==> src/sjb_pkg.sv <==
// Types and constants of the sequenced jitter buffer.
package sjb_pkg;

  localparam int SEQ_W      = 16;
  localparam int WORD_W     = 64;
  localparam int BYTES_W    = 7;
  localparam int TICK_W     = 10;
  localparam int MODE_W     = 2;
  localparam int STATUS_W   = 3;
  localparam int BT_W       = 10;
  localparam int JT_W       = 14;
  localparam int MOD_W      = 17;
  localparam int CFG_IDX_W  = 2;
  localparam int CFG_W      = 17;

  localparam int SEQ_LSB    = 0;
  localparam int DATA_LSB   = 16;
  localparam int BYTES_LSB  = 80;
  localparam int TICK_LSB   = 87;
  localparam int IN_TDATA_W = 104;

  localparam int OUT_WORD_LSB  = 0;
  localparam int OUT_BYTES_LSB = 64;
  localparam int OUT_TDATA_W   = 72;

  localparam logic [BYTES_W-1:0] BYTES_LIMIT = 7'd64;

  localparam logic [CFG_IDX_W-1:0] CFG_BLOCK_TIME  = 2'd0;
  localparam logic [CFG_IDX_W-1:0] CFG_JITTER_TIME = 2'd1;
  localparam logic [CFG_IDX_W-1:0] CFG_SEQ_MODULUS = 2'd2;

  localparam logic [BT_W-1:0]  BT_RESET  = 10'd60;
  localparam logic [JT_W-1:0]  JT_RESET  = 14'd360;
  localparam logic [MOD_W-1:0] MOD_RESET = 17'd256;

  localparam logic [5:0] DIV_STEPS = 6'd33;

  typedef enum logic [MODE_W-1:0] {
    MODE_DATA  = 2'd0,
    MODE_PLAY  = 2'd1,
    MODE_TICK  = 2'd2,
    MODE_CLEAR = 2'd3
  } mode_e;

  typedef enum logic [STATUS_W-1:0] {
    STAT_ACCEPTED      = 3'd0,
    STAT_OUT_OF_WINDOW = 3'd1,
    STAT_DUPLICATE     = 3'd2,
    STAT_DATA          = 3'd3,
    STAT_REPLAYED      = 3'd4,
    STAT_NO_DATA       = 3'd5
  } status_e;

  typedef enum logic [3:0] {
    S_CNT_INIT,
    S_CNT,
    S_DIV_LOAD,
    S_DIV,
    S_IDLE,
    S_JUDGE,
    S_SLOT,
    S_WRITE,
    S_RES,
    S_PLAY,
    S_PLAY_CMP,
    S_EM_RD,
    S_EM_OUT
  } state_e;

  typedef struct packed {
    mode_e               mode;
    logic [SEQ_W-1:0]    seq;
    logic [WORD_W-1:0]   data;
    logic [BYTES_W-1:0]  bytes;
    logic                last;
    logic [TICK_W-1:0]   tick;
  } item_t;

  typedef struct packed {
    logic  valid;
    item_t item;
  } queue_t;

  typedef struct packed {
    status_e             status;
    logic [WORD_W-1:0]   word;
    logic [BYTES_W-1:0]  bytes;
    logic                last;
  } result_t;

endpackage

==> src/sjb_front.sv <==
// Front end: accepts items, decodes them and queues them for the back end.
module sjb_front (
  input  logic                         clk_i,
  input  logic                         rst_ni,
  input  logic                         s_axis_tvalid,
  output logic                         s_axis_tready,
  input  logic [sjb_pkg::IN_TDATA_W-1:0] s_axis_tdata,
  input  logic [sjb_pkg::MODE_W-1:0]   s_axis_tuser,
  input  logic                         s_axis_tlast,
  input  logic                         pop_i,
  output sjb_pkg::queue_t              q_o
);
  import sjb_pkg::*;

  item_t       buf_q [2];
  logic        wr_ptr_q, wr_ptr_d;
  logic        rd_ptr_q, rd_ptr_d;
  logic [1:0]  count_q, count_d;
  item_t       in_item;
  logic        push;
  logic        pop;

  always_comb begin
    in_item.mode  = mode_e'(s_axis_tuser);
    in_item.seq   = s_axis_tdata[SEQ_LSB +: SEQ_W];
    in_item.data  = s_axis_tdata[DATA_LSB +: WORD_W];
    in_item.bytes = s_axis_tdata[BYTES_LSB +: BYTES_W];
    in_item.last  = s_axis_tlast;
    in_item.tick  = s_axis_tdata[TICK_LSB +: TICK_W];
  end

  assign s_axis_tready = (count_q != 2'd2);
  assign push          = s_axis_tvalid && s_axis_tready;
  assign pop           = pop_i && (count_q != 2'd0);
  assign q_o.valid     = (count_q != 2'd0);
  assign q_o.item      = buf_q[rd_ptr_q];

  always_comb begin
    wr_ptr_d = push ? ~wr_ptr_q : wr_ptr_q;
    rd_ptr_d = pop ? ~rd_ptr_q : rd_ptr_q;
    count_d  = count_q + 2'(push) - 2'(pop);
  end

  always_ff @(posedge clk_i or negedge rst_ni) begin
    if (!rst_ni) begin
      wr_ptr_q <= 1'b0;
      rd_ptr_q <= 1'b0;
      count_q  <= 2'd0;
    end else begin
      wr_ptr_q <= wr_ptr_d;
      rd_ptr_q <= rd_ptr_d;
      count_q  <= count_d;
    end
  end

  always_ff @(posedge clk_i) begin
    if (push) begin
      buf_q[wr_ptr_q] <= in_item;
    end
  end

endmodule

==> config.mk <==
export PLATFORM = sky130hd
export DESIGN_NAME = sjb_front
export DESIGN_NICKNAME = d
export VERILOG_FILES = /design/src/sjb_pkg.sv /design/src/sjb_front.sv
export SDC_FILE = /design/constraint.sdc
export NUM_CORES = 1
export LEC_CHECK = 0
export BUFFER_PORTS_ARGS = -buffer_cell sky130_fd_sc_hd__buf_4
export CORE_MARGIN = 2
export CORE_UTILIZATION = 44
export DETAILED_ROUTE_END_ITERATION = 12
export MAX_ROUTING_LAYER = met4
export PLACE_DENSITY = 0.71
export SLEW_MARGIN = 20
export SYNTH_ARGS = -nofsm -noshare
export SYNTH_HDL_FRONTEND = slang
export SYNTH_SLANG_ARGS = --single-unit
==> constraint.sdc <==
create_clock -name clk_i -period 5.3 [get_ports clk_i]
set_input_delay 1.06 -clock clk_i [delete_from_list [all_inputs] [get_ports clk_i]]
set_output_delay 1.06 -clock clk_i [all_outputs]
set_load 0.02 [all_outputs]
==> reports/metrics.yaml, run 1 <==
run_status:
  outcome: "finished clean"
synth:
  yosys.area_share.simple: 0.00414
  yosys_warnings: 0
  synthMuxAreaShare: 0.186
  syn_nets: 441
  synth_cell_types: 17
  synth-compound-area-share: 0
  synth_fa_ha_area_frac: 0.00318
  synthXorXnorAreaFrac: 0.00446
  synth_top_family_by_area: "multiplexers"
  yosys_register_bits: 204
  syn_area_um2: 7860
  seq_area_frac_synth: 0.777
  syn_avg_cell_area_um2: 24.0
  syn_inst: 328
cts:
  postCtsSetupBuffers: 0
  cts_tree: "done"
  htreeDepth: 1
  clk_pin_slew_ps: 60
  cts_buffer_depth: 3
  clockRootBuffer: "clkbuf_16"
  clkLatencyLatePin_ps: 490
  cts_buffers: 21
  cts_sinks: 204
  cts.repair.resized: 0
  cts_hold_buf: 0
final_layout:
  area_growth_pct: 29.9
  utilization: 0.589
  nFillCells: 1303
  fin_nets: 661
  final_cell_mix: "206 x buf_4, 200 x edfxtp_1, 90 x mux2_4, 21 x clkbuf_16, 10 x mux2_2"
  final_common_cell: "buf_4"
  drive_above_1_share: 0.599
  n_antenna_cell: 0
  finalInstanceArea_um2: 10200
global_routing:
  grt_pass1_vias: 4094
  grt_pass1_wl_um: 20600
  grt_antenna_before_repair: 0
  grt_max_degree: 81
  track_usage: 0.147
  grt_overflow: 0
sta:
  clock.fmax_mhz: 276
  period_share: 0.685
  slew_viol_final: 0
  rsz0062_at_grt: "no"
  hold_violations: 0
  finalCriticalPeriod_ps: 3630
  tightest_slew_ps: 1030
  setup_viol: 0
  relSlewSlack: 0.316
  tns_ps: 0
  skew_ps: 17.0
worst_setup_path:
  cpPeakStageDelay_ps: 1040
  cp_cell_sequence: "buf_12 > mux2_2 > buf_4"
  crit_fanout: 52
  critPathLaunch: "rd_ptr_q"
  cp_top_family: "flip-flops"
  crit_type: "flip-flop to output pin"
  endpoint_kind: "output pin"
  crit_buf_inv: 2
  cp-start-kind: "flip-flop"
  cp_data_required_time_ps: 4240
  rr_startpoint: "count_q[1]"
  cp_slowest_cell: "dfrtp_4"
  crit_arrival_ps: 2570
placement:
  dpl-instance-area_um2: 9550
  port_buffers: 205
  dpl.hpwl_um: 9130
  gp_congestion: 0.714
pwr:
  p_leak_nw: 4.06
  irDropWorstVdd_uv: 314
  powerDensity_nw_per_um2: 583
detailed_routing:
  wl_per_cell_um: 17.6
  via_per_inst: 4.80
  drt_iter0_markers: 180
  drt-pass1-iter-count: 4
  drc: 0
  vias: 3779
  drt-total-wl_um: 13900
  ant_nets: 0
floorplanning:
  core_area_um2: 17400
  die_y_um: 138
  die_w_um: 138
  die-area_um2: 19000
  start_util: 0.453
  core.rowCount: 48
  pin_count: 213
flow_run:
  maxCapViolCount: 0
hold_path:
  hp-class: "primary input to asynchronous set/reset pin"
[per-layer routing]
layer	share of wire	up-vias	track usage
met5	0	-	-
met2	0.53	136	0.261
li1	-	1744	-
met3	0.069	37	0.0361
met1	0.37	1862	0.157
met4	0.034	0	0.0607
[worst reg2reg max path, cell delays in order, from the launching register on]
cell	delay [ps]
dfrtp_1	400
nand2b_1	140
and3_4	900
buf_4	520
[synthesized netlist by cell type]
cell type	n	area (um2)
dfrtp_1	4	100
and2_1	1	6.26
nand2_1	1	3.75
edfxtp_1	200	6010
buf_6	1	11.3
nand2b_1	1	6.26
mux2_2	10	113
nor2_1	1	3.75
buf_12	9	180
mux2_4	90	1350
xnor2_1	3	26.3
ha_1	2	25.0
inv_1	1	3.75
and3_1	1	6.26
buf_2	1	5.00
xor2_1	1	8.76
or2_1	1	6.26
[area by class of cell]
cell class / count / area (um2) / area share
Inverter: 1 / 3.75 / 0.000367
Clock inverter: 8 / 87.6 / 0.00857
Tap cell: 225 / 282 / 0.0276
Multi-Input combinational cell: 112 / 1570 / 0.154
Clock buffer: 30 / 579 / 0.0567
Timing Repair Buffer: 208 / 1590 / 0.155
Sequential cell: 204 / 6110 / 0.598
[cell families (layout without fill, tap and decap cells)]
group         after synthesis  after routing
xor+xnor                    4              4
fa+ha+maj                   2              2
buf+inv                    12            247
flops                     204            204
mux                       100            100
simple gates                6              6
[registers in the layout, indices dropped and copies added, names as in the netlist]
name,flops
buf_q,200
count_q,2
rd_ptr_q,1
wr_ptr_q,1
[power breakdown]
group | switching, mW | internal (mW) | total, mW | leakage [nW]
combinational | 1.06 | 1.08 | 2.15 | 1.83
sequential | 0.190 | 2.21 | 2.40 | 1.90
clock | 0.553 | 0.855 | 1.41 | 0.322
[path summary, 6_finish.rpt]
kind | to | slack, ps | cells past startpoint
hold / removal | rd_ptr_q | 350 | 1
max in group asynchronous | rd_ptr_q | 4840 | 1
setup reg to reg | buf_q[1][19] | 2970 | 3
setup / recovery | q_o[96] | 1670 | 3
min in group clk_i | count_q[0] | 520 | 1
hold reg to reg | count_q[0] | 520 | 1
[per-stage QoR]
stage	hold slack, ps	std cells	setup WS (ps)	power (mW)
2_1_floorplan	479	328	1100	3.95
3_5_place_dp	512	750	2160	4.62
6_report	350	788	1670	5.95
5_1_grt	334	788	1570	6.22
3_3_place_gp	498	750	2170	4.57
4_1_cts	329	788	1620	6.04
Power figures use the tool's default switching activity.
==> inputs of run 2 (changes only) <==
- clock period: 5.3 -> 3.05 ns (I/O delays scaled with it)
==> run 2 against run 1 <==
Count of clock-buffer cells in the layout grew 2; clock power up 62%; global-route usage shrank 0.26 points; cell area about the same; total power increased by 71%; wire length rose by 0.81%; utilization barely moved; sequential power rose by 68%; final cell count is 0.51% higher; largest cell class unchanged.
==> reports/metrics.yaml, run 2 (synthesis gave the netlist of run 1 again) <==
final_layout:
  fin_nets: 665
  largest_reg_flops: 200
  final_common_cell: "buf_4"
  final_cell_mix: "208 x buf_4, 200 x edfxtp_1, 90 x mux2_4, 21 x clkbuf_16, 10 x mux2_2"
  reg_top3: "buf_q x200, count_q x2"
  utilization: 0.588
  n_antenna_cell: 0
  regMostFlops: "buf_q"
  drive_above_1_share: 0.598
  area_growth_pct: 29.9
floorplanning:
  die_y_um: 138
  start_util: 0.453
  die-area_um2: 19000
  die_w_um: 138
  core.rowCount: 48
  core_area_um2: 17400
  pin_count: 213
worst_setup_path:
  critPathLaunch: "rd_ptr_q"
  r2r_setup_slack_ps: 1230
  cp-start-kind: "flip-flop"
  rr_startpoint: "count_q[0]"
  endpoint_kind: "output pin"
  cp_data_required_time_ps: 2440
  crit_fanout: 48
  crit_arrival_ps: 1990
  crit_type: "flip-flop to output pin"
cts:
  clockRootBuffer: "clkbuf_16"
  cts_sinks: 204
  cts_hold_buf: 1
  clkLatencyLatePin_ps: 480
  clk_pin_slew_ps: 60
  htreeDepth: 1
  cts_tree: "done"
  cts_buffer_depth: 3
  cts_buffers: 21
  cts.repair.resized: 0
  postCtsSetupBuffers: 0
detailed_routing:
  ant_nets: 0
  drt-pass1-iter-count: 4
  via_per_inst: 4.77
  wl_per_cell_um: 17.7
  drt-total-wl_um: 14000
  drc: 0
  vias: 3781
  drt_iter0_markers: 158
sta:
  rsz0062_at_grt: "no"
  relSlewSlack: 0.486
  finalCriticalPeriod_ps: 2600
  hold_violations: 0
  period_share: 0.852
  tns_ps: 0
  setup_viol: 0
  tightest_slew_ps: 770
  clock.fmax_mhz: 385
  fin_hold_ws_ps: 307
  slew_viol_final: 0
  skew_ps: 4.92
pwr:
  power.internal_mw: 7.07
  clockPowerShare: 0.224
  p_leak_nw: 4.06
  power_frac_comb: 0.380
  seqPwrFrac: 0.396
  swShare: 0.308
  powerDensity_nw_per_um2: 999
  irDropWorstVdd_uv: 752
  p_switching_mw: 3.14
hold_path:
  hp-start: "s_axis_tlast"
  hp-class: "primary input to flip-flop"
placement:
  gp_congestion: 0.692
  port_buffers: 205
  dpl.hpwl_um: 9240
global_routing:
  track_usage: 0.144
  grt_pass1_vias: 4064
  grt_max_degree: 58
  grt_pass1_wl_um: 20200
  grt_overflow: 0
  grt_antenna_before_repair: 0
flow_run:
  maxCapViolCount: 0
run_status:
  outcome: "finished clean"
[run 2: cell types whose count changed in the layout (fill, tap and decap cells not counted), sizes merged]
cell	previous run	this run
buf	208	211
bufinv	2	0
dlygate4sd3	0	1
clkbuf	30	32
[run 2: final cells by class]
cell class              instances  area, um2
well taps                     225        282
fillers                      1302       7150
clock buffers                  32        587
multi-input cells             112       1570
repair buffers                212       1630
flip-flops and latches        204       6110
clock inverters                 6       28.8
inverters                       1       3.75
[run 2: path summary, 6_finish.rpt]
| check | endpoint | cells after the start |
|---|---|---|
| hold / removal | buf_q[0][10] | 1 |
| setup / recovery | q_o[79] | 3 |
| setup reg to reg | buf_q[0][50] | 4 |
| min in group asynchronous | rd_ptr_q | 2 |
| hold reg to reg | count_q[0] | 1 |
| max in group asynchronous | rd_ptr_q | 2 |
[run 2: power by group through the flow]
| stage | Combinational [mW] | Sequential [mW] | Clock [mW] |
|---|---|---|---|
| 2_1_floorplan | 2.81 | 4.03 | 0 |
| 3_3_place_gp | 3.91 | 4.06 | 0 |
| 3_5_place_dp | 3.94 | 4.11 | 0 |
| 4_1_cts | 3.95 | 4.06 | 2.34 |
| 5_1_grt | 4.10 | 4.10 | 2.47 |
| 6_report | 3.88 | 4.04 | 2.28 |
[run 2: critical path: stages (launching register included)]
cell     delay, ps
dfrtp_4        580
buf_12         360
mux2_4         350
buf_4          160
[run 2: per-layer routing]
| metal | wire length (um) | part of all wire | track usage | vias to the layer above |
|---|---|---|---|---|
| li1 | - | - | - | 1742 |
| met1 | 5200 | 0.37 | 0.159 | 1874 |
| met2 | 7300 | 0.52 | 0.251 | 142 |
| met3 | 1190 | 0.085 | 0.0405 | 23 |
| met4 | 298 | 0.021 | 0.0510 | 0 |
| met5 | 0 | 0 | - | - |
[run 2: metrics by stage]
stage | power (mW) | std cells | worst slack [ps] | instance area (um2)
finish | 10.2 | 792 | 450 | 10200
global route | 10.7 | 792 | 385 | 10200
CTS | 10.3 | 792 | 425 | 10200
detailed placement | 8.05 | 753 | 956 | 9590
global placement | 7.97 | 753 | 963 | 9590
floorplan | 6.83 | 328 | 359 | 7870
